### config.mk
export PLATFORM = sky130hd
export DESIGN_NAME = ptk_mul
export DESIGN_NICKNAME = d
export VERILOG_FILES = /design/src/hw/rtl/ptk_pkg.sv /design/src/hw/rtl/ptk_mul.sv
export SDC_FILE = /design/constraint.sdc
export NUM_CORES = 2
export LEC_CHECK = 0
export BUFFER_PORTS_ARGS = -buffer_cell sky130_fd_sc_hd__clkbuf_2
export CORE_MARGIN = 2
export CORE_UTILIZATION = 25
export DETAILED_ROUTE_END_ITERATION = 10
export PLACE_DENSITY = 0.39
export SLEW_MARGIN = 25
export SYNTH_ARGS = -nofsm -noshare
export SYNTH_HDL_FRONTEND = slang
export SYNTH_SLANG_ARGS = --single-unit
### constraint.sdc
create_clock -name clk_i -period 13.59 [get_ports clk_i]
set_input_delay 2.718 -clock clk_i [delete_from_list [all_inputs] [get_ports clk_i]]
set_output_delay 2.718 -clock clk_i [all_outputs]
set_load 0.02 [all_outputs]
### src/hw/rtl/ptk_pkg.sv
package ptk_pkg;

  localparam int CFG_IDX_BITS = 4;

  localparam logic [CFG_IDX_BITS-1:0] CFG_R_XX     = 4'd0;
  localparam logic [CFG_IDX_BITS-1:0] CFG_R_XY     = 4'd1;
  localparam logic [CFG_IDX_BITS-1:0] CFG_R_YX     = 4'd2;
  localparam logic [CFG_IDX_BITS-1:0] CFG_R_YY     = 4'd3;
  localparam logic [CFG_IDX_BITS-1:0] CFG_STEP     = 4'd4;
  localparam logic [CFG_IDX_BITS-1:0] CFG_STANDOFF = 4'd5;
  localparam logic [CFG_IDX_BITS-1:0] CFG_CLOSE    = 4'd6;
  localparam logic [CFG_IDX_BITS-1:0] CFG_DEADBAND = 4'd7;

  // operand / destination codes of the shared datapath
  typedef enum logic [5:0] {
    SRC_ZERO, SRC_MX, SRC_MY, SRC_EX, SRC_EY, SRC_VX, SRC_VY,
    SRC_XP, SRC_YP, SRC_IX, SRC_IY,
    SRC_G0, SRC_G1, SRC_G2, SRC_G3,
    SRC_P0, SRC_P1, SRC_P2, SRC_P3,
    SRC_R0, SRC_R1, SRC_R2, SRC_R3, SRC_ST,
    SRC_A0, SRC_A1, SRC_A2, SRC_A3, SRC_DET,
    SRC_N0, SRC_N1, SRC_N2, SRC_N3
  } src_e;

  // dst = sat(ia +/- ib +/- p0a*p0b +/- p1a*p1b)
  typedef struct packed {
    src_e       dst;
    src_e       ia;
    src_e       ib;
    logic       ib_neg;
    logic [1:0] nprod;
    src_e       p0a;
    src_e       p0b;
    logic       p0neg;
    src_e       p1a;
    src_e       p1b;
    logic       p1neg;
  } job_t;

  localparam int JOB_BITS = 5;
  localparam logic [JOB_BITS-1:0] JOB_LAST_PRE = 5'd14;
  localparam logic [JOB_BITS-1:0] JOB_FIRST_POST = 5'd15;
  localparam logic [JOB_BITS-1:0] JOB_LAST = 5'd18;

  function automatic job_t mk(src_e dst, src_e ia, src_e ib, logic ibn, logic [1:0] np,
                              src_e p0a, src_e p0b, logic p0n,
                              src_e p1a, src_e p1b, logic p1n);
    job_t j;
    j.dst = dst; j.ia = ia; j.ib = ib; j.ib_neg = ibn; j.nprod = np;
    j.p0a = p0a; j.p0b = p0b; j.p0neg = p0n;
    j.p1a = p1a; j.p1b = p1b; j.p1neg = p1n;
    return j;
  endfunction

  function automatic job_t job_of(logic [JOB_BITS-1:0] idx);
    job_t j;
    case (idx)
      5'd0:  j = mk(SRC_XP, SRC_EX, SRC_ZERO, 1'b0, 2'd1, SRC_VX, SRC_ST, 1'b0,
                    SRC_ZERO, SRC_ZERO, 1'b0);
      5'd1:  j = mk(SRC_YP, SRC_EY, SRC_ZERO, 1'b0, 2'd1, SRC_VY, SRC_ST, 1'b0,
                    SRC_ZERO, SRC_ZERO, 1'b0);
      5'd2:  j = mk(SRC_IX, SRC_MX, SRC_XP, 1'b1, 2'd0, SRC_ZERO, SRC_ZERO, 1'b0,
                    SRC_ZERO, SRC_ZERO, 1'b0);
      5'd3:  j = mk(SRC_IY, SRC_MY, SRC_YP, 1'b1, 2'd0, SRC_ZERO, SRC_ZERO, 1'b0,
                    SRC_ZERO, SRC_ZERO, 1'b0);
      5'd4:  j = mk(SRC_EX, SRC_XP, SRC_ZERO, 1'b0, 2'd2, SRC_G0, SRC_IX, 1'b0,
                    SRC_G1, SRC_IY, 1'b0);
      5'd5:  j = mk(SRC_EY, SRC_YP, SRC_ZERO, 1'b0, 2'd2, SRC_G2, SRC_IX, 1'b0,
                    SRC_G3, SRC_IY, 1'b0);
      5'd6:  j = mk(SRC_A0, SRC_P0, SRC_R0, 1'b0, 2'd0, SRC_ZERO, SRC_ZERO, 1'b0,
                    SRC_ZERO, SRC_ZERO, 1'b0);
      5'd7:  j = mk(SRC_A1, SRC_P1, SRC_R1, 1'b0, 2'd0, SRC_ZERO, SRC_ZERO, 1'b0,
                    SRC_ZERO, SRC_ZERO, 1'b0);
      5'd8:  j = mk(SRC_A2, SRC_P2, SRC_R2, 1'b0, 2'd0, SRC_ZERO, SRC_ZERO, 1'b0,
                    SRC_ZERO, SRC_ZERO, 1'b0);
      5'd9:  j = mk(SRC_A3, SRC_P3, SRC_R3, 1'b0, 2'd0, SRC_ZERO, SRC_ZERO, 1'b0,
                    SRC_ZERO, SRC_ZERO, 1'b0);
      5'd10: j = mk(SRC_DET, SRC_ZERO, SRC_ZERO, 1'b0, 2'd2, SRC_A0, SRC_A3, 1'b0,
                    SRC_A1, SRC_A2, 1'b1);
      5'd11: j = mk(SRC_N0, SRC_ZERO, SRC_ZERO, 1'b0, 2'd2, SRC_P0, SRC_A3, 1'b0,
                    SRC_P1, SRC_A2, 1'b1);
      5'd12: j = mk(SRC_N1, SRC_ZERO, SRC_ZERO, 1'b0, 2'd2, SRC_P1, SRC_A0, 1'b0,
                    SRC_P0, SRC_A1, 1'b1);
      5'd13: j = mk(SRC_N2, SRC_ZERO, SRC_ZERO, 1'b0, 2'd2, SRC_P2, SRC_A3, 1'b0,
                    SRC_P3, SRC_A2, 1'b1);
      5'd14: j = mk(SRC_N3, SRC_ZERO, SRC_ZERO, 1'b0, 2'd2, SRC_P3, SRC_A0, 1'b0,
                    SRC_P2, SRC_A1, 1'b1);
      5'd15: j = mk(SRC_P0, SRC_ZERO, SRC_ZERO, 1'b0, 2'd2, SRC_G0, SRC_R0, 1'b0,
                    SRC_G1, SRC_R2, 1'b0);
      5'd16: j = mk(SRC_P1, SRC_ZERO, SRC_ZERO, 1'b0, 2'd2, SRC_G0, SRC_R1, 1'b0,
                    SRC_G1, SRC_R3, 1'b0);
      5'd17: j = mk(SRC_P2, SRC_ZERO, SRC_ZERO, 1'b0, 2'd2, SRC_G2, SRC_R0, 1'b0,
                    SRC_G3, SRC_R2, 1'b0);
      5'd18: j = mk(SRC_P3, SRC_ZERO, SRC_ZERO, 1'b0, 2'd2, SRC_G2, SRC_R1, 1'b0,
                    SRC_G3, SRC_R3, 1'b0);
      default: j = mk(SRC_ZERO, SRC_ZERO, SRC_ZERO, 1'b0, 2'd0, SRC_ZERO, SRC_ZERO, 1'b0,
                      SRC_ZERO, SRC_ZERO, 1'b0);
    endcase
    return j;
  endfunction

endpackage

### src/hw/rtl/ptk_mul.sv
module ptk_mul import ptk_pkg::*; #(
  parameter int WORD_BITS = 32,
  parameter int FRAC_BITS = 16
) (
  input  logic                        clk_i,
  input  logic signed [WORD_BITS-1:0] a_i,
  input  logic signed [WORD_BITS-1:0] b_i,
  output logic signed [WORD_BITS-1:0] res_o,
  output logic                        sat_o
);

  localparam int W  = WORD_BITS;
  localparam int PW = 2 * W + 1;

  localparam logic [PW-1:0] HALF    = {{(PW-FRAC_BITS){1'b0}}, 1'b1, {(FRAC_BITS-1){1'b0}}};
  localparam logic [PW-1:0] POS_LIM = {{(W+2){1'b0}}, {(W-1){1'b1}}};
  localparam logic [PW-1:0] NEG_LIM = {{(W+1){1'b0}}, 1'b1, {(W-1){1'b0}}};

  logic [W-1:0]   mag_a, mag_b;
  logic [2*W-1:0] prod_q;
  logic           neg_q;
  logic [PW-1:0]  rnd;

  assign mag_a = a_i[W-1] ? W'(-a_i) : W'(a_i);
  assign mag_b = b_i[W-1] ? W'(-b_i) : W'(b_i);

  always_ff @(posedge clk_i) begin
    prod_q <= mag_a * mag_b;
    neg_q  <= a_i[W-1] ^ b_i[W-1];
  end

  // round half away from zero on the magnitude, then clip to the word
  always_comb begin
    rnd = ({1'b0, prod_q} + HALF) >> FRAC_BITS;
    if (neg_q) begin
      sat_o = rnd > NEG_LIM;
      res_o = sat_o ? {1'b1, {(W-1){1'b0}}} : -$signed(rnd[W-1:0]);
    end else begin
      sat_o = rnd > POS_LIM;
      res_o = sat_o ? {1'b0, {(W-1){1'b1}}} : $signed(rnd[W-1:0]);
    end
  end

endmodule

# ---- Word level (Yosys, flattened, before mapping)
# Index checks and enable logic that the tools add are counted.
dict set report classes {
  n_mul 1
  n_lt_le_gt_ge 2
  n_mux 6
  addsub 4
  bitwise_logic 1
}
# op n
set op_table {}
lappend op_table {{2-to-1 mux 32 bit} 5}
lappend op_table {{negation 32 bit} 3}
lappend op_table {{adder 64 x 16 -> 65 bit, second input constant} 1}
lappend op_table {{multiplier 32 x 32 -> 64 bit} 1}
lappend op_table {{greater-than comparator 49 x 31 -> 1 bit, second input constant} 1}
lappend op_table {{greater-than comparator 49 x 32 -> 1 bit, second input constant} 1}
lappend op_table {{2-to-1 mux 1 bit} 1}
lappend op_table {{bitwise XOR 1 bit} 1}
dict set report totals {
  word_cells 16
  reg_bits 65
  out_inout_bits 33
}

# ---- Longest topological paths before layout
dict set report logic_depth {
  word_depth 4
  mapped_depth 37
  ltp_nobuf 33
}

# ---- Worst setup path before layout
# No wires, ideal clock.
dict set report synth_timing {
  kind {input -> register}
  from {input b_i[15]}
  to {register prod_q[60]}
  path_slack_ns 1.724
  path_buffers 2
  t_arrival_ns 11.805
  cell_stages 28
  path_cell_list {or4_4 -> or3_4 -> or4_1 -> or3_1 -> nand2b_1 -> or4b_1 -> buf_2 -> nor2_1 -> fa_1 -> fa_1 -> fa_1 -> fa_1 -> fa_1 -> fa_1 -> fa_1 -> inv_1 -> fa_1 -> inv_1 -> ha_1 -> clkbuf_1 -> nand3_1 -> nor4_1 -> nand2_1 -> a211oi_1 -> o31a_1 -> a311oi_1 -> or3b_2 -> nand3_1}
}
dict set report synth_via {
  elab_chain_cells 3
}
# element line_no
set synth_rtl {}
lappend synth_rtl {{start: declaration} ptk_mul.sv:7} ;# input logic signed [WORD_BITS-1:0] b_i,
lappend synth_rtl {{negation 32 bit} ptk_mul.sv:25} ;# assign mag_b = b_i[W-1] ? W'(-b_i) : W'(b_i);
lappend synth_rtl {{2-to-1 mux 32 bit *} ptk_mul.sv:25}
lappend synth_rtl {{multiplier 32 x 32 -> 64 bit *} ptk_mul.sv:28} ;# prod_q <= mag_a * mag_b;
lappend synth_rtl {{end signal: assignment} ptk_mul.sv:28}
lappend synth_rtl {{end: declaration} ptk_mul.sv:20} ;# logic [2*W-1:0] prod_q;
# Mark *: on every way between the ends. The rest lies on a longest branch, timed or not.

# ---- Worst setup path after layout
dict set report layout_timing {
  from {input a_i[4]}
  to {register prod_q[62]}
}
dict set report layout_via {
  elab_chain_cells 3
}
# element line_no
set layout_rtl {}
lappend layout_rtl {{start: declaration} ptk_mul.sv:6} ;# input logic signed [WORD_BITS-1:0] a_i,
lappend layout_rtl {{negation 32 bit} ptk_mul.sv:24} ;# assign mag_a = a_i[W-1] ? W'(-a_i) : W'(a_i);
lappend layout_rtl {{2-to-1 mux 32 bit *} ptk_mul.sv:24}
lappend layout_rtl {{multiplier 32 x 32 -> 64 bit *} ptk_mul.sv:28}
# Marked as above.

==> metrics.yaml <==
hpwlAfterDp_mm: 122
place_congestion: 0.876
grt_usage: 0.192
setup_slack_ns: 1.03
drv_cap: 0
port_buffers: 97
final_cell_mix: "inv_1 (917), fa_1 (895), nor2_1 (589), nand2_1 (547), ha_1 (265)"
fin_tns_setup_ns: 0
status: "finished, final reports clean"
rows: 140
synth_top_cell_area_share: 0.487
routed_via_density: 4.67
hold_path.class: "input port to flop"
synthCells: 4290
required_ns: 13.82
pin_count: 98
synth.distinct_cells: 77
slowest_delay_ns: 0.59
worstSetupEndpoint: "prod_q[62]$_DFF_P_"
antenna_found_initial: 10
syn-num-nets: 5515
hold_buffers: 0
ys_seq_area_frac: 0.0272
drc_errors: 0
syn_area_per_cell_um2: 8.58
syn2layout_area_growth_pct: 10.8
cts_buffer_depth: 2
maxSlewHeadroom: 0.286
routed_wl_mm: 144
min_period_over_period: 0.924
clk_pin_slew_ns: 0.07
path_delay_family: "adder cells"
crit_top_cell: "fa_1"
vias: 29341
rsz0062_at_grt: "no"
synthTopCellsByArea: "fa_1 (49%), inv_1 (9.4%), ha_1 (9.0%)"
end_kind: "flop"
period_minus_slack_ns: 12.56
grt_max_degree: 67
worst-slew-pin-transition_ns: 1.07
final_common_cell: "inv_1"
setup_viol: 0
crit_start: "a_i[4]"
initial_core_util: 0.252
cts-htree-levels: 2
die_h_um: 388
synth_ff_type: "dfxtp_1"
first_global_vias: 30964
ys_ff_latch: 50
crit_slowest_cell: "fa_1"
critical_path_arrival_ns: 12.79
dieArea_um2: 150000
synth_warnings: 0
dr.pass1.iters: 6
cts_resized: 0
ant_nets: 0
finalCoreUtilization: 0.279
die_w_um: 388
layout-drive-gt1-share: 0.0865
cts_buffers: 5
design.core.area_um2: 146000
post-cts-setup-buffers: 0
critPathMaxFanout: 8
place_ws_ns: 0.586
hold_path_depth: 2
critPathLaunchType: "input port"
clockRootBuffer: "clkbuf_16"
fin_area_um2: 40800
post_dp_cell_area_um2: 40600
critical_path_class: "input port to flop"
drt_iter0_drc: 1660
grt_pass1_wl_mm: 213
yosysTopAreaCell: "fa_1"
slew_violations: 0
clock_sinks: 50
path_depth: 35
cp.buffers_inverters: 8
async_flop_share: 0
wl_per_cell_um: 22.9
max_freq_ghz: 0.0796
layout.nets: 5583
finalHoldViolCount: 0
grt.overflow.total: 0
synth_edf_count: 0
cts_tree: "yes"
syn_area_um2: 36800
## worst min path at each step
| stage | from | end | slack (ns) |
|---|---|---|---|
| 6_report | a_i[31] | neg_q$_DFF_P_ | 3.22 |
| 5_1_grt | a_i[31] | neg_q$_DFF_P_ | 3.23 |
| 4_1_cts | a_i[31] | neg_q$_DFF_P_ | 3.24 |
| 3_5_place_dp | a_i[31] | neg_q$_DFF_P_ | 3.55 |
| 3_3_place_gp | a_i[31] | neg_q$_DFF_P_ | 3.55 |
| 2_1_floorplan | a_i[31] | neg_q$_DFF_P_ | 3.21 |
## cell usage after synthesis (6+ instances only)
cell,n
nor2b_1,11
o22ai_1,18
nand2b_1,29
and4_1,10
xnor2_1,104
o41ai_1,6
nor4_1,24
mux2i_1,9
a211oi_1,10
a31oi_1,7
nand2_1,547
xor2_1,94
and3_1,16
ha_1,265
clkbuf_1,168
a221oi_1,7
nand3_1,54
a21o_1,32
a21oi_1,59
a221oi_2,12
fa_1,895
o31a_1,13
buf_2,15
and2_1,20
dfxtp_1,50
or4_1,10
or2_2,12
nor2_1,589
nor3_1,44
or3_1,14
o31ai_1,19
nand4_1,40
inv_1,917
o21a_1,16
o21ai_0,56
## final cells by class
| cell class | instances | area, um^2 |
|---|---|---|
| fillers | 15937 | 105000 |
| clock inverters | 3 | 21.3 |
| clock buffers | 5 | 125 |
| repair buffers | 252 | 1700 |
| multi-input cells | 3132 | 32100 |
| inverters | 917 | 3440 |
| diodes | 1 | 2.50 |
| well taps | 1917 | 2400 |
| flip-flops and latches | 50 | 1000 |
## layer usage
layer | part of all wire | global-route usage
met1 | 0.42 | 0.246
met2 | 0.52 | 0.348
met3 | 0.036 | 0.0206
met4 | 0.024 | 0.0369
met5 | 0.00048 | 0
## flip-flops by register name (all words and copies together) (netlist names)
name,flops
prod_q,49
neg_q,1
## through the flow
stage	cells	hold WS, ns
detailed placement	6268	3.55
global route	6276	3.23
CTS	6276	3.24
finish	6277	3.22
floorplan	4290	3.21
global placement	6265	3.55
## kinds of logic (layout without fill, tap and decap cells)
group | count (synthesis) | after routing | synth area share
adder cells (fa/ha/maj) | 1160 | 1160 | 0.577
AO/OA/AOI/OAI | 309 | 309 | 0.0601
buffers and inverters | 1108 | 1177 | 0.114
other | 0 | 1 | 0
XOR/XNOR | 199 | 199 | 0.0476
AND/OR/NAND/NOR | 1451 | 1451 | 0.170
flip-flops | 50 | 50 | 0.0272
multiplexers | 13 | 13 | 0.00367
Power is left out: the tool's default activity adds up to more than one toggle a clock period on the data nets, which glitch-free logic cannot reach.
