==> config.mk <==
export PLATFORM = sky130hd
export DESIGN_NAME = ptk_div
export DESIGN_NICKNAME = d
export VERILOG_FILES = /design/src/hw/rtl/ptk_pkg.sv /design/src/hw/rtl/ptk_div.sv
export SDC_FILE = /design/constraint.sdc
export NUM_CORES = 1
export LEC_CHECK = 0
export BUFFER_PORTS_ARGS = -buffer_cell sky130_fd_sc_hd__buf_2
export CORE_MARGIN = 4
export CORE_UTILIZATION = 40
export CTS_CLUSTER_SIZE = 25
export DETAILED_ROUTE_END_ITERATION = 6
export PLACE_DENSITY = 0.55
export SYNTH_ARGS = -nofsm -noshare
export SYNTH_HDL_FRONTEND = slang
export SYNTH_SLANG_ARGS = --single-unit
==> constraint.sdc <==
create_clock -name clk_i -period 26.2 [get_ports clk_i]
set_input_delay 5.24 -clock clk_i [delete_from_list [all_inputs] [get_ports clk_i]]
set_output_delay 5.24 -clock clk_i [all_outputs]
set_load 0.05 [all_outputs]
==> src/hw/rtl/ptk_pkg.sv <==
package ptk_pkg;

  localparam int CFG_IDX_BITS = 4;

  localparam logic [CFG_IDX_BITS-1:0] CFG_R_XX     = 4'd0;
  localparam logic [CFG_IDX_BITS-1:0] CFG_R_XY     = 4'd1;
  localparam logic [CFG_IDX_BITS-1:0] CFG_R_YX     = 4'd2;
  localparam logic [CFG_IDX_BITS-1:0] CFG_R_YY     = 4'd3;
  localparam logic [CFG_IDX_BITS-1:0] CFG_STEP     = 4'd4;
  localparam logic [CFG_IDX_BITS-1:0] CFG_STANDOFF = 4'd5;
  localparam logic [CFG_IDX_BITS-1:0] CFG_CLOSE    = 4'd6;
  localparam logic [CFG_IDX_BITS-1:0] CFG_DEADBAND = 4'd7;

  // operand / destination codes of the shared datapath
  typedef enum logic [5:0] {
    SRC_ZERO, SRC_MX, SRC_MY, SRC_EX, SRC_EY, SRC_VX, SRC_VY,
    SRC_XP, SRC_YP, SRC_IX, SRC_IY,
    SRC_G0, SRC_G1, SRC_G2, SRC_G3,
    SRC_P0, SRC_P1, SRC_P2, SRC_P3,
    SRC_R0, SRC_R1, SRC_R2, SRC_R3, SRC_ST,
    SRC_A0, SRC_A1, SRC_A2, SRC_A3, SRC_DET,
    SRC_N0, SRC_N1, SRC_N2, SRC_N3
  } src_e;

  // dst = sat(ia +/- ib +/- p0a*p0b +/- p1a*p1b)
  typedef struct packed {
    src_e       dst;
    src_e       ia;
    src_e       ib;
    logic       ib_neg;
    logic [1:0] nprod;
    src_e       p0a;
    src_e       p0b;
    logic       p0neg;
    src_e       p1a;
    src_e       p1b;
    logic       p1neg;
  } job_t;

  localparam int JOB_BITS = 5;
  localparam logic [JOB_BITS-1:0] JOB_LAST_PRE = 5'd14;
  localparam logic [JOB_BITS-1:0] JOB_FIRST_POST = 5'd15;
  localparam logic [JOB_BITS-1:0] JOB_LAST = 5'd18;

  function automatic job_t mk(src_e dst, src_e ia, src_e ib, logic ibn, logic [1:0] np,
                              src_e p0a, src_e p0b, logic p0n,
                              src_e p1a, src_e p1b, logic p1n);
    job_t j;
    j.dst = dst; j.ia = ia; j.ib = ib; j.ib_neg = ibn; j.nprod = np;
    j.p0a = p0a; j.p0b = p0b; j.p0neg = p0n;
    j.p1a = p1a; j.p1b = p1b; j.p1neg = p1n;
    return j;
  endfunction

  function automatic job_t job_of(logic [JOB_BITS-1:0] idx);
    job_t j;
    case (idx)
      5'd0:  j = mk(SRC_XP, SRC_EX, SRC_ZERO, 1'b0, 2'd1, SRC_VX, SRC_ST, 1'b0,
                    SRC_ZERO, SRC_ZERO, 1'b0);
      5'd1:  j = mk(SRC_YP, SRC_EY, SRC_ZERO, 1'b0, 2'd1, SRC_VY, SRC_ST, 1'b0,
                    SRC_ZERO, SRC_ZERO, 1'b0);
      5'd2:  j = mk(SRC_IX, SRC_MX, SRC_XP, 1'b1, 2'd0, SRC_ZERO, SRC_ZERO, 1'b0,
                    SRC_ZERO, SRC_ZERO, 1'b0);
      5'd3:  j = mk(SRC_IY, SRC_MY, SRC_YP, 1'b1, 2'd0, SRC_ZERO, SRC_ZERO, 1'b0,
                    SRC_ZERO, SRC_ZERO, 1'b0);
      5'd4:  j = mk(SRC_EX, SRC_XP, SRC_ZERO, 1'b0, 2'd2, SRC_G0, SRC_IX, 1'b0,
                    SRC_G1, SRC_IY, 1'b0);
      5'd5:  j = mk(SRC_EY, SRC_YP, SRC_ZERO, 1'b0, 2'd2, SRC_G2, SRC_IX, 1'b0,
                    SRC_G3, SRC_IY, 1'b0);
      5'd6:  j = mk(SRC_A0, SRC_P0, SRC_R0, 1'b0, 2'd0, SRC_ZERO, SRC_ZERO, 1'b0,
                    SRC_ZERO, SRC_ZERO, 1'b0);
      5'd7:  j = mk(SRC_A1, SRC_P1, SRC_R1, 1'b0, 2'd0, SRC_ZERO, SRC_ZERO, 1'b0,
                    SRC_ZERO, SRC_ZERO, 1'b0);
      5'd8:  j = mk(SRC_A2, SRC_P2, SRC_R2, 1'b0, 2'd0, SRC_ZERO, SRC_ZERO, 1'b0,
                    SRC_ZERO, SRC_ZERO, 1'b0);
      5'd9:  j = mk(SRC_A3, SRC_P3, SRC_R3, 1'b0, 2'd0, SRC_ZERO, SRC_ZERO, 1'b0,
                    SRC_ZERO, SRC_ZERO, 1'b0);
      5'd10: j = mk(SRC_DET, SRC_ZERO, SRC_ZERO, 1'b0, 2'd2, SRC_A0, SRC_A3, 1'b0,
                    SRC_A1, SRC_A2, 1'b1);
      5'd11: j = mk(SRC_N0, SRC_ZERO, SRC_ZERO, 1'b0, 2'd2, SRC_P0, SRC_A3, 1'b0,
                    SRC_P1, SRC_A2, 1'b1);
      5'd12: j = mk(SRC_N1, SRC_ZERO, SRC_ZERO, 1'b0, 2'd2, SRC_P1, SRC_A0, 1'b0,
                    SRC_P0, SRC_A1, 1'b1);
      5'd13: j = mk(SRC_N2, SRC_ZERO, SRC_ZERO, 1'b0, 2'd2, SRC_P2, SRC_A3, 1'b0,
                    SRC_P3, SRC_A2, 1'b1);
      5'd14: j = mk(SRC_N3, SRC_ZERO, SRC_ZERO, 1'b0, 2'd2, SRC_P3, SRC_A0, 1'b0,
                    SRC_P2, SRC_A1, 1'b1);
      5'd15: j = mk(SRC_P0, SRC_ZERO, SRC_ZERO, 1'b0, 2'd2, SRC_G0, SRC_R0, 1'b0,
                    SRC_G1, SRC_R2, 1'b0);
      5'd16: j = mk(SRC_P1, SRC_ZERO, SRC_ZERO, 1'b0, 2'd2, SRC_G0, SRC_R1, 1'b0,
                    SRC_G1, SRC_R3, 1'b0);
      5'd17: j = mk(SRC_P2, SRC_ZERO, SRC_ZERO, 1'b0, 2'd2, SRC_G2, SRC_R0, 1'b0,
                    SRC_G3, SRC_R2, 1'b0);
      5'd18: j = mk(SRC_P3, SRC_ZERO, SRC_ZERO, 1'b0, 2'd2, SRC_G2, SRC_R1, 1'b0,
                    SRC_G3, SRC_R3, 1'b0);
      default: j = mk(SRC_ZERO, SRC_ZERO, SRC_ZERO, 1'b0, 2'd0, SRC_ZERO, SRC_ZERO, 1'b0,
                      SRC_ZERO, SRC_ZERO, 1'b0);
    endcase
    return j;
  endfunction

endpackage

==> src/hw/rtl/ptk_div.sv <==
module ptk_div import ptk_pkg::*; #(
  parameter int WORD_BITS = 32,
  parameter int FRAC_BITS = 16
) (
  input  logic                        clk_i,
  input  logic                        rst_ni,
  input  logic                        start_i,
  input  logic signed [WORD_BITS-1:0] num_i,
  input  logic signed [WORD_BITS-1:0] den_i,
  output logic                        done_o,
  output logic signed [WORD_BITS-1:0] res_o,
  output logic                        sat_o
);

  localparam int W  = WORD_BITS;
  localparam int L  = W + FRAC_BITS + 1;
  localparam int CW = $clog2(L + 1);

  localparam logic [W:0] POS_LIM = {2'b00, {(W-1){1'b1}}};
  localparam logic [W:0] NEG_LIM = {2'b01, {(W-1){1'b0}}};
  localparam logic signed [W-1:0] MAXV = {1'b0, {(W-1){1'b1}}};
  localparam logic signed [W-1:0] MINV = {1'b1, {(W-1){1'b0}}};

  typedef enum logic [1:0] {D_IDLE, D_RUN, D_FIN} dstate_e;

  dstate_e           st_q;
  logic [CW-1:0]     cnt_q;
  logic [L-1:0]      dvd_q, quo_q;
  logic [W-1:0]      rem_q, den_q;
  logic              neg_q, zden_q, nneg_q, nzero_q;
  logic [W-1:0]      mag_n, mag_d;
  logic [W:0]        trial;
  logic              ge;
  logic [W+1:0]      rsum;
  logic [W:0]        mag;
  logic              ovf;
  logic signed [W-1:0] fin_res;
  logic              fin_sat;

  assign mag_n = num_i[W-1] ? W'(-num_i) : W'(num_i);
  assign mag_d = den_i[W-1] ? W'(-den_i) : W'(den_i);
  assign trial = {rem_q, dvd_q[L-1]};
  assign ge    = trial >= {1'b0, den_q};

  always_comb begin
    rsum = {1'b0, quo_q[W:0]} + {{(W+1){1'b0}}, 1'b1};
    mag  = rsum[W+1:1];
    ovf  = |quo_q[L-1:W+1];
    if (zden_q) begin
      fin_sat = 1'b1;
      fin_res = nzero_q ? '0 : (nneg_q ? MINV : MAXV);
    end else if (neg_q) begin
      fin_sat = ovf || (mag > NEG_LIM);
      fin_res = fin_sat ? MINV : -$signed(mag[W-1:0]);
    end else begin
      fin_sat = ovf || (mag > POS_LIM);
      fin_res = fin_sat ? MAXV : $signed(mag[W-1:0]);
    end
  end

  always_ff @(posedge clk_i or negedge rst_ni) begin
    if (!rst_ni) begin
      st_q   <= D_IDLE;
      done_o <= 1'b0;
    end else begin
      done_o <= 1'b0;
      case (st_q)
        D_IDLE: begin
          if (start_i) begin
            dvd_q   <= {mag_n, {(FRAC_BITS+1){1'b0}}};
            quo_q   <= '0;
            rem_q   <= '0;
            den_q   <= mag_d;
            neg_q   <= num_i[W-1] ^ den_i[W-1];
            nneg_q  <= num_i[W-1];
            nzero_q <= num_i == '0;
            zden_q  <= den_i == '0;
            cnt_q   <= CW'(L);
            st_q    <= (den_i == '0) ? D_FIN : D_RUN;
          end
        end
        D_RUN: begin
          rem_q <= ge ? W'(trial - {1'b0, den_q}) : trial[W-1:0];
          quo_q <= {quo_q[L-2:0], ge};
          dvd_q <= {dvd_q[L-2:0], 1'b0};
          cnt_q <= cnt_q - 1'b1;
          if (cnt_q == CW'(1)) begin
            st_q <= D_FIN;
          end
        end
        D_FIN: begin
          res_o  <= fin_res;
          sat_o  <= fin_sat;
          done_o <= 1'b1;
          st_q   <= D_IDLE;
        end
        default: st_q <= D_IDLE;
      endcase
    end
  end

endmodule

# Word-level counts from Yosys, hierarchy flattened
# Index checks and enable logic that the tools add are counted.
[op_classes] n_addsub=6 magnitude_cmp=3 eq_ne=5 n_mux=23 bitwise_logic=1 n_reduce_logical=11
[op_table] operator="$mux W32" n=9
[op_table] operator="$pmux W49 S2" n=2
[op_table] operator="$mux W49" n=2
[op_table] operator="$neg A32 Y32" n=3
[op_table] operator="$logic_not A32 Y1" n=2
[op_table] operator="$pmux W32 S2" n=1
[op_table] operator="$add A33 B1 Y34 const B" n=1
[op_table] operator="$ge A33 B32 Y1" n=1
[op_table] operator="$gt A33 B31 Y1 const B" n=1
[op_table] operator="$gt A33 B32 Y1 const B" n=1
[op_table] operator="$sub A32 B32 Y32" n=1
[op_table] operator="$mux W31" n=1
[op_table] operator="$reduce_or A16 Y1" n=1
[op_table] operator="$pmux W6 S2" n=1
[op_table] operator="$eq A6 B1 Y1 const B" n=1
[op_table] operator="$mux W2" n=3
[op_table] operator="$mux W6" n=1
[op_table] operator="$reduce_and A3 Y1" n=2
[op_table] operator="$sub A6 B1 Y6 const B" n=1
[op_table] operator="$ne A2 B2 Y1 const B" n=2
[op_table] operator="$pmux W2 S2" n=1
[op_table] operator="$reduce_and A2 Y1" n=2
[op_table] operator="$eq A2 B1 Y1 const B" n=1
[op_table] operator="$eq A2 B2 Y1 const B" n=1
[op_table] operator="other kinds (5)" n=7
[totals] regBits=208 inputBits=67 output_inout_bits=34 word_cells=63

# Logic depth before layout (Yosys ltp)
# Gate-level depths: netlist of run 1.
[logic_depth] depth_word=6 ltp_mapped=15 mapped_depth_nobuf=13

# Worst setup path before layout of run 1
# No wires, ideal clock.
[synth_timing] path_kind="input port to flip-flop" start="in start_i" end="reg cnt_q[0], enable pin" setup_time_ns=0.767 t_arrival_ns=13.885 path_slack_ns=11.548 path_stages=2 path_cell_list="nor2_1 > nor3b_1"
[synth_between] elab_chain_len=2
[synth_lines] item="start: declaration" line_no="ptk_div.sv:7" rtl="input logic start_i,"
[synth_lines] item="$ne A2 B2 Y1 (no line)"
[synth_lines] item="$reduce_and A3 Y1 (no line)"
[synth_lines] item="end signal: assignment" line_no="ptk_div.sv:78" rtl="cnt_q <= CW'(L);"
[synth_lines] item="end signal: assignment" line_no="ptk_div.sv:86" rtl="cnt_q <= cnt_q - 1'b1;"
[synth_lines] item="end: declaration" line_no="ptk_div.sv:27" rtl="logic [CW-1:0] cnt_q;"
# No other way between the ends.
# A chain may end at the register's enable or synchronous reset.

# Worst setup path after layout of run 1
[layout_timing] start="in den_i[0]" end="reg st_q[0]"
[layout_between] elab_chain_len=4
[layout_lines] item="start: declaration" line_no="ptk_div.sv:9" rtl="input logic signed [WORD_BITS-1:0] den_i,"
[layout_lines] item="$logic_not A32 Y1" line_no="ptk_div.sv:79" rtl="st_q <= (den_i == '0) ? D_FIN : D_RUN;"
[layout_lines] item="$mux W2" line_no="ptk_div.sv:79"
[layout_lines] item="$mux W2" line_no="ptk_div.sv:69" rtl="if (start_i) begin"
[layout_lines] item="$pmux W2 S2" line_no="ptk_div.sv:67" rtl="case (st_q)"
[layout_lines] item="end signal: assignment" line_no="ptk_div.sv:79"
[layout_lines] item="end: declaration" line_no="ptk_div.sv:26" rtl="dstate_e st_q;"
# No other way between the ends. The select of a mux whose other input is x is not followed.

==> results of run 1 <==
worst max-delay path, cell delays in order:
cell	delay, ns
buf_2	0.13
inv_1	0.07
ha_1	0.16
nand2_1	0.08
or4_1	0.46
nand2b_1	0.23
or4_1	0.66
or3_1	0.44
or3_1	0.41
nor3b_1	0.49
or3b_2	0.22
a21oi_1	0.06
registers in the layout, summed over array words and instances, names as in the netlist:
name,flops
neg_q,1
cnt_q,6
st_q,2
nzero_q,1
dvd_q,32
sat_o,1
done_o,1
rem_q,32
den_q,32
nneg_q,1
zden_q,1
res_o,32
quo_q,49
final timing paths:
path,start,end,slack [ns],cells after the start
max in group asynchronous,rst_ni,st_q[1],21.46,1
hold reg to reg,dvd_q[40],dvd_q[41],0.52,2
setup / recovery,den_i[0],st_q[0],17.86,12
setup reg to reg,quo_q[0],res_o[21],21.34,11
min in group asynchronous,rst_ni,done_o,4.61,1
hold / removal,dvd_q[40],dvd_q[41],0.52,2
metal layers:
layer  vias up  GRT usage [%]  wire length, um
li1       4810              -                -
met1      4487           22.8            13700
met2       176           27.3            13000
met3        33           3.36             1130
met4         2           4.35              344
met5         -              0               13
cells in the final DEF, fill, tap and decap left out, drive strengths merged, types with 7 or more instances in the layout:
| cell type | n |
|---|---|
| a211oi | 9 |
| a21o | 12 |
| a21oi | 63 |
| a31oi | 9 |
| and2 | 58 |
| and3 | 13 |
| and4 | 7 |
| buf | 107 |
| clkbuf | 17 |
| edfxtp | 188 |
| ha | 39 |
| inv | 63 |
| mux2i | 17 |
| nand2 | 145 |
| nand2b | 7 |
| nand3 | 39 |
| nand4 | 21 |
| nor2 | 72 |
| nor2b | 9 |
| nor3 | 31 |
| nor4 | 23 |
| o211ai | 8 |
| o21a | 13 |
| o21ai | 85 |
| o221ai | 8 |
| o31ai | 24 |
| o41ai | 8 |
| or2 | 12 |
| or3 | 19 |
| or4 | 14 |
| xnor2 | 73 |
| xor2 | 55 |
layout make-up:
cell class              count  area, sq um
inverters                  58          218
flip-flops and latches    191         5720
well taps                 396          495
fillers                  2970        16700
multi-input cells         964         6260
clock buffers              17          425
repair buffers            107          553
clock inverters            15          206
power groups by stage:
stage	clock network [mW]	logic (mW)	registers, mW
floorplan	0	0.458	0.511
global placement	0	0.557	0.531
detailed placement	0	0.565	0.532
CTS	0.290	0.568	0.527
global route	0.304	0.638	0.537
finish	0.283	0.565	0.527
stage by stage:
stage / hold slack, ns / std cells / setup slack (ns) / area, sq um / util, %
2_1_floorplan: 0.493 / 1271 / 11.55 / 12400 / -
3_3_place_gp: 0.502 / 1716 / 17.50 / 13300 / 43.3
3_5_place_dp: 0.512 / 1716 / 17.42 / 13300 / 43.3
4_1_cts: 0.529 / 1748 / 17.87 / 13900 / 45.4
5_1_grt: 0.548 / 1748 / 17.68 / 13900 / 45.4
6_report: 0.524 / 1748 / 17.86 / 13900 / 45.4
cell families after synthesis:
family	share of synthesized area, %
xor gates and xnor gates	9.04
adders and majority gates	4.10
AOI/OAI and AO/OA	14.9
and+or+nand+nor	20.6
buffers and inverters	3.66
muxes	1.55
DFF	46.1
==> results.py, run 1 <==
metrics = {
    "finish": {
        "layout.nets": 1446,
        "final_layout_size_suffix_gt1_share_pct": 12.0,
        "diodes": 0,
        "area_growth_pct": 11.9,
    },
    "floorplan": {
        "die-area_sq_mm": 0.0339,
        "io_pins": 101,
        "row_count": 64,
        "die_x_um": 184,
        "core-area_sq_mm": 0.0306,
        "die_h_um": 184,
        "start_util_pct": 40.5,
    },
    "yosys": {
        "synth_area_per_cell_sq_um": 9.76,
        "synth_nets": 1378,
        "ys_async_sr_fraction_pct": 1.57,
        "synth-edff-count": 188,
        "synthFlopType": "edfxtp_1",
        "syn_area_sq_mm": 0.0124,
        "yosys-top-cells-area": "edfxtp_1 46%, xnor2_1 5.2%, nand2_1 4.4%, ha_1 3.9%, xor2_1 3.9%",
        "synth_area_leader_cell": "edfxtp_1",
        "yosysSeqAreaShare_pct": 46.1,
        "synth_top_cells_by_count": "188 x edfxtp_1, 145 x nand2_1, 81 x o21ai_0",
        "synth_cells": 1271,
        "ys_ff_latch": 191,
        "yosysMostFrequentCell": "edfxtp_1",
        "synth_top_cell_area_share_pct": 45.5,
        "synth-warning-count": 0,
        "yosysUniqueCellTypes": 74,
    },
    "routing": {
        "antenna_left": 0,
        "viasPerCell": 5.44,
        "vias": 9508,
        "drc": 0,
        "drt_pass1_iterations": 5,
        "wire_per_inst_um": 16.1,
        "drtIter0Drc": 637,
        "wirelength_um": 28200,
    },
    "setup_path": {
        "cp_data_arrival_time_ns": 8.64,
        "cp.required_ns": 26.51,
        "path_class": "in2reg",
        "worstSetupEndpointType": "flip-flop",
        "cp-start-kind": "input pin",
        "crit_fanout": 4,
    },
    "sta": {
        "slew_violations": 0,
        "min_period_ns": 8.34,
        "finalCritPeriodShare_pct": 31.8,
        "worst_pin_slew_ns": 1.14,
        "setup_violations": 0,
        "max_slew_margin_pct": 23.6,
        "tns_ns": 0,
        "final.setup_skew_ns": 0.0139,
        "finalHoldViolCount": 0,
        "max_freq_mhz": 120,
        "rsz0062_at_grt": "no",
    },
    "power": {
        "p_seq_share_pct": 38.3,
        "sw_frac_of_total_pct": 37.8,
        "p_clk_share_pct": 20.6,
        "p_comb_share_pct": 41.1,
        "powerDensity_mw_per_mm2": 99.0,
        "total_power_mw": 1.37,
        "power.leakage_nw": 5.19,
        "intPower_uw": 854,
        "ir_worst_vdd_uv": 41.4,
        "p_sw_uw": 520,
    },
    "cts": {
        "cts_htree_levels": 4,
        "clk_path_buf_depth": 2,
        "cts-resized-gates": 0,
        "root_buffer": "clkbuf_16",
        "cts_buffers": 17,
        "clkSinkCount": 191,
        "cts_setup_buffers": 0,
        "cts.reportedPaths.clkPinSlew_ns": 0.07,
        "cts_tree": "done",
        "ctsHoldBuffers": 0,
        "insertion_delay_ns": 0.44,
    },
    "placement": {
        "gp_congestion": 0.844,
        "place.port_buffers": 100,
        "hpwlAfterDp_um": 20400,
    },
    "grt": {
        "track_usage_pct": 16.7,
        "gr-total-overflow": 0,
        "grt_max_degree": 73,
        "grt_pass1_wl_um": 46400,
        "antenna_found_initial": 1,
        "first_global_vias": 9175,
    },
    "outcome": {
        "status": "completed",
    },
    "job": {
        "drv_cap": 0,
    },
    "worst_hold_path": {
        "holdCritPathClass": "reg2reg",
    },
}
(Power assumes the default switching activity.)
==> run 2: changes to the inputs <==
--- a/config.mk
+++ b/config.mk
@@ -10,7 +10,7 @@
 export CORE_UTILIZATION = 40
 export CTS_CLUSTER_SIZE = 25
 export DETAILED_ROUTE_END_ITERATION = 6
-export PLACE_DENSITY = 0.55
+export PLACE_DENSITY = 0.57
 export SYNTH_ARGS = -nofsm -noshare
 export SYNTH_HDL_FRONTEND = slang
 export SYNTH_SLANG_ARGS = --single-unit
==> constraint.sdc (replaced) <==
create_clock -name clk_i -period 7.15 [get_ports clk_i]
set_input_delay 1.43 -clock clk_i [delete_from_list [all_inputs] [get_ports clk_i]]
set_output_delay 1.43 -clock clk_i [all_outputs]
set_load 0.05 [all_outputs]
==> run 2 against run 1 <==
  * Clock skew is 0.0020 ns lower
  * Largest power group unchanged
  * Critical endpoint unchanged
  * Non-clock buffer count up 1
  * Sequential power grew to 3.7 times the previous value
  * Die area did not move
  * Flip-flop and latch count is the same
  * First-iteration DRC count fell by 4.4%
  * Count of clock-buffer cells in the layout unchanged
  * Sequential share of layout area up 0.082 points
==> results.py, run 2 (synthesis results as in run 1) <==
metrics = {
    "sta": {
        "setup_violations": 0,
        "finalHoldViolCount": 0,
        "tns_ns": 0,
        "worst_pin_slew_ns": 1.14,
        "final.setup_skew_ns": 0.0119,
        "max_freq_mhz": 220,
        "min_period_ns": 4.55,
        "worst_slack_ns": 2.60,
        "finalCritPeriodShare_pct": 63.6,
        "rsz0062_at_grt": "no",
        "slew_violations": 0,
        "max_slew_margin_pct": 24.0,
    },
    "grt": {
        "antenna_found_initial": 1,
        "track_usage_pct": 16.3,
        "gr-total-overflow": 0,
        "first_global_vias": 8974,
        "grt_max_degree": 87,
        "grt_pass1_wl_um": 45800,
    },
    "routing": {
        "wire_per_inst_um": 15.9,
        "antenna_left": 0,
        "wirelength_um": 27800,
        "vias": 9478,
        "viasPerCell": 5.42,
        "drc": 0,
        "drtIter0Drc": 609,
        "drt_pass1_iterations": 5,
    },
    "setup_path": {
        "worstSetupEndpointType": "flip-flop",
        "crit_fanout": 4,
        "cp.buffers_inverters": 2,
        "cp.required_ns": 7.44,
        "cp_data_arrival_time_ns": 4.84,
        "cp-start-kind": "input pin",
        "cp_slowest_cell": "or4_1",
        "cp_num_cells": 12,
        "critPathTopFamily": "simple AND/OR/NAND/NOR gates",
        "r2r_cells": 11,
        "slowest_delay_ns": 0.66,
        "crit_chain": "buf_2, inv_1, ha_1, nand2_1, or4_1, nand2b_1, or4_1, or3_1, or3_1, nor3b_1, or3b_2, a21oi_1",
        "path_class": "in2reg",
    },
    "outcome": {
        "status": "completed",
    },
    "cts": {
        "insertion_delay_ns": 0.43,
        "cts_htree_levels": 4,
        "ctsHoldBuffers": 0,
        "root_buffer": "clkbuf_16",
        "cts-resized-gates": 0,
        "cts_tree": "done",
        "cts_setup_buffers": 0,
        "clk_path_buf_depth": 2,
        "clkSinkCount": 191,
        "cts.reportedPaths.clkPinSlew_ns": 0.07,
        "cts_buffers": 17,
    },
    "floorplan": {
        "die-area_sq_mm": 0.0339,
        "die_x_um": 184,
        "start_util_pct": 40.5,
        "row_count": 64,
        "io_pins": 101,
        "core-area_sq_mm": 0.0306,
        "die_h_um": 184,
    },
    "power": {
        "ir_worst_vdd_uv": 188,
        "power.leakage_nw": 5.19,
        "powerDensity_mw_per_mm2": 358,
    },
    "finish": {
        "largest_reg_flops": 49,
        "final_util_pct": 45.3,
        "area_growth_pct": 11.7,
        "final_common_cell": "edfxtp_1",
        "layout.nets": 1447,
        "final_cells": 1749,
        "diodes": 0,
        "largest_register": "quo_q",
        "fin_area_sq_mm": 0.0139,
        "final_cell_mix": "188 x edfxtp_1, 145 x nand2_1, 100 x buf_2",
        "final_layout_size_suffix_gt1_share_pct": 11.9,
    },
    "job": {
        "drv_cap": 0,
    },
    "worst_hold_path": {
        "hold_depth": 2,
        "holdCritPathClass": "reg2reg",
    },
    "placement": {
        "hpwlAfterDp_um": 20100,
        "dp_slack_ns": 2.18,
        "postPlaceCellArea_sq_mm": 0.0133,
        "gp_congestion": 0.839,
        "place.port_buffers": 100,
        "dp_cells": 1717,
    },
}
run 2: final cells by class:
class                   count  area [sq um]
clock inverters            15           165
flip-flops and latches    191          5720
well taps                 396           495
clock buffers              17           425
multi-input cells         964          6270
repair buffers            108           561
fillers                  2981         16700
inverters                  58           218
run 2: worst paths after layout:
check	slack [ns]	endpoint	from
hold / removal	0.52	dvd_q[45]	dvd_q[44]
max in group asynchronous	6.20	st_q[1]	rst_ni
setup reg to reg	2.73	res_o[21]	quo_q[1]
setup / recovery	2.60	st_q[0]	den_i[0]
min in group asynchronous	0.81	done_o	rst_ni
hold reg to reg	0.52	dvd_q[45]	dvd_q[44]
run 2: power by group:
| part | switching, mW | internal, mW | leakage, nW |
|---|---|---|---|
| clock | 0.428 | 0.549 | 0.284 |
| combinational | 1.22 | 0.841 | 3.06 |
| sequential | 0.228 | 1.70 | 1.84 |
run 2: per-layer routing:
layer  global-route usage, %  wire length, um
met4                    4.85              462
met2                    25.8            12600
met5                       0                8
met3                    2.70             1170
met1                    23.3            13500
run 2: metrics by stage:
step                total power, mW  hold slack (ns)
floorplan                      3.54            0.495
global placement               3.98            0.501
detailed placement             4.01            0.513
CTS                            5.00            0.531
global route                   5.37            0.565
finish                         4.96            0.525
run 2: worst register-to-register path: cells and delay by family, from the launching register on:
kind | cells | cell delay [ns]
AOI/OAI and AO/OA | 3 | 0.85
and+or+nand+nor | 6 | 2.31
DFF | 1 | 0.47
adders and majority gates | 1 | 0.39
xor gates and xnor gates | 1 | 0.24
==> run 3: changes to the inputs <==
--- a/config.mk
+++ b/config.mk
@@ -10,7 +10,7 @@
 export CORE_UTILIZATION = 40
 export CTS_CLUSTER_SIZE = 25
 export DETAILED_ROUTE_END_ITERATION = 6
-export PLACE_DENSITY = 0.57
+export PLACE_DENSITY = 0.55
 export SYNTH_ARGS = -nofsm -noshare
 export SYNTH_HDL_FRONTEND = slang
 export SYNTH_SLANG_ARGS = --single-unit
==> constraint.sdc (replaced) <==
create_clock -name clk_i -period 4.3 [get_ports clk_i]
set_input_delay 0.86 -clock clk_i [delete_from_list [all_inputs] [get_ports clk_i]]
set_output_delay 0.86 -clock clk_i [all_outputs]
set_load 0.05 [all_outputs]
==> run 3 against run 2 <==
  * Die area is the same
  * Non-clock buffer count grew 28
  * Flip-flop and latch count is the same
  * Routed wire length rose by 1.9%
  * Largest cell class unchanged
==> results.py, run 3 (synthesis results as in run 1) <==
metrics = {
    "finish": {
        "final_layout_size_suffix_gt1_share_pct": 14.3,
        "final_cells": 1777,
        "final_cell_mix": "188 x edfxtp_1, 145 x nand2_1, 100 x buf_2",
        "fin_area_sq_mm": 0.0141,
        "area_growth_pct": 14.0,
        "largest_register": "quo_q",
        "layout.nets": 1475,
        "diodes": 0,
        "final_common_cell": "edfxtp_1",
        "largest_reg_flops": 49,
    },
    "placement": {
        "hpwlAfterDp_um": 20700,
        "dp_cells": 1745,
        "gp_congestion": 0.849,
        "postPlaceCellArea_sq_mm": 0.0135,
        "place.port_buffers": 100,
    },
    "routing": {
        "viasPerCell": 5.46,
        "drt_pass1_iterations": 5,
        "wirelength_um": 28300,
        "drc": 0,
        "wire_per_inst_um": 15.9,
        "vias": 9700,
        "antenna_left": 0,
        "drtIter0Drc": 655,
    },
    "cts": {
        "clk_path_buf_depth": 2,
        "cts.reportedPaths.clkPinSlew_ns": 0.08,
        "clkSinkCount": 191,
        "cts_setup_buffers": 0,
        "ctsHoldBuffers": 0,
        "cts_htree_levels": 4,
        "root_buffer": "clkbuf_16",
        "cts_tree": "done",
        "insertion_delay_ns": 0.44,
        "cts_buffers": 17,
    },
    "worst_hold_path": {
        "holdCritPathClass": "in2async",
    },
    "setup_path": {
        "path_class": "reg2reg",
        "crit_fanout": 10,
        "cp-start-kind": "flip-flop",
        "cp_data_arrival_time_ns": 4.25,
        "ff2ff_setup_slack_ns": 0.31,
        "worstSetupEndpointType": "flip-flop",
        "cp.required_ns": 4.56,
    },
    "sta": {
        "min_period_ns": 3.99,
        "final.setup_skew_ns": 0.0118,
        "max_freq_mhz": 250,
        "rsz0062_at_grt": "no",
        "setup_violations": 0,
        "finalHoldViolCount": 0,
        "worst_pin_slew_ns": 0.836,
        "slew_violations": 0,
        "max_slew_margin_pct": 43.9,
        "finalCritPeriodShare_pct": 92.9,
    },
    "floorplan": {
        "start_util_pct": 40.5,
        "die_x_um": 184,
        "die_h_um": 184,
        "core-area_sq_mm": 0.0306,
        "die-area_sq_mm": 0.0339,
        "io_pins": 101,
        "row_count": 64,
    },
    "grt": {
        "antenna_found_initial": 1,
        "grt_pass1_wl_um": 46600,
        "first_global_vias": 9080,
        "grt_max_degree": 89,
        "gr-total-overflow": 0,
        "track_usage_pct": 16.7,
    },
    "power": {
        "ir_worst_vdd_uv": 292,
        "powerDensity_mw_per_mm2": 591,
        "power.leakage_nw": 5.34,
        "total_power_mw": 8.35,
    },
    "outcome": {
        "status": "completed",
    },
    "job": {
        "drv_cap": 0,
    },
}
[run 3: final cells by class]
type | count | area, sq um
fillers | 2948 | 16500
multi-input cells | 964 | 6290
well taps | 396 | 495
clock buffers | 17 | 425
clock inverters | 15 | 161
repair buffers | 136 | 821
flip-flops and latches | 191 | 5720
inverters | 58 | 218
[run 3: worst paths after layout]
path | from | depth (start not counted) | to
min in group clk_i | dvd_q[33] | 2 | dvd_q[34]
setup / recovery | quo_q[0] | 12 | res_o[3]
hold / removal | rst_ni | 1 | done_o
hold reg to reg | dvd_q[33] | 2 | dvd_q[34]
max in group asynchronous | rst_ni | 1 | st_q[1]
setup reg to reg | quo_q[0] | 12 | res_o[3]
[run 3: critical path: stages, from the launching register on]
cell      delay [ns]
edfxtp_1        0.36
ha_1            0.37
nand4_1         0.32
nor4_2          0.47
xnor2_1         0.24
nand2_1         0.17
nor4_2          0.39
and4_1          0.43
a41o_1          0.25
buf_4           0.17
and2_1          0.31
a211oi_1        0.11
o21ai_0         0.23
[run 3: power breakdown]
group / switching (mW) / internal, mW / leakage (nW)
Combinational: 2.10 / 1.50 / 3.22
Clock: 0.798 / 0.782 / 0.281
Sequential: 0.341 / 2.82 / 1.84
[run 3: metal layers]
| metal | global-route usage [%] | part of all wire, % | vias up |
|---|---|---|---|
| met1 | 23.7 | 48 | 4592 |
| met4 | 4.29 | 1.5 | 2 |
| li1 | - | - | 4880 |
| met2 | 26.8 | 46 | 197 |
| met3 | 2.74 | 3.7 | 29 |
| met5 | 0 | 0.046 | - |
[run 3: through the flow]
stage               TNS, ns  hold WS [ns]  worst slack [ns]  util, %
finish                    0         0.226             0.306     46.2
global route              0         0.200            0.0209     46.2
CTS                       0         0.198             0.106     46.2
detailed placement        0         0.513             0.126     44.2
global placement          0         0.502             0.214     44.2
floorplan             -9.31         0.495           -0.0782        -
[run 3: what timing repair did]
action | CTS | global route
endpoints found under the hold margin | 0 | 0
endpoints found under the setup margin | 0 | 14
resized for setup | 0 | 3
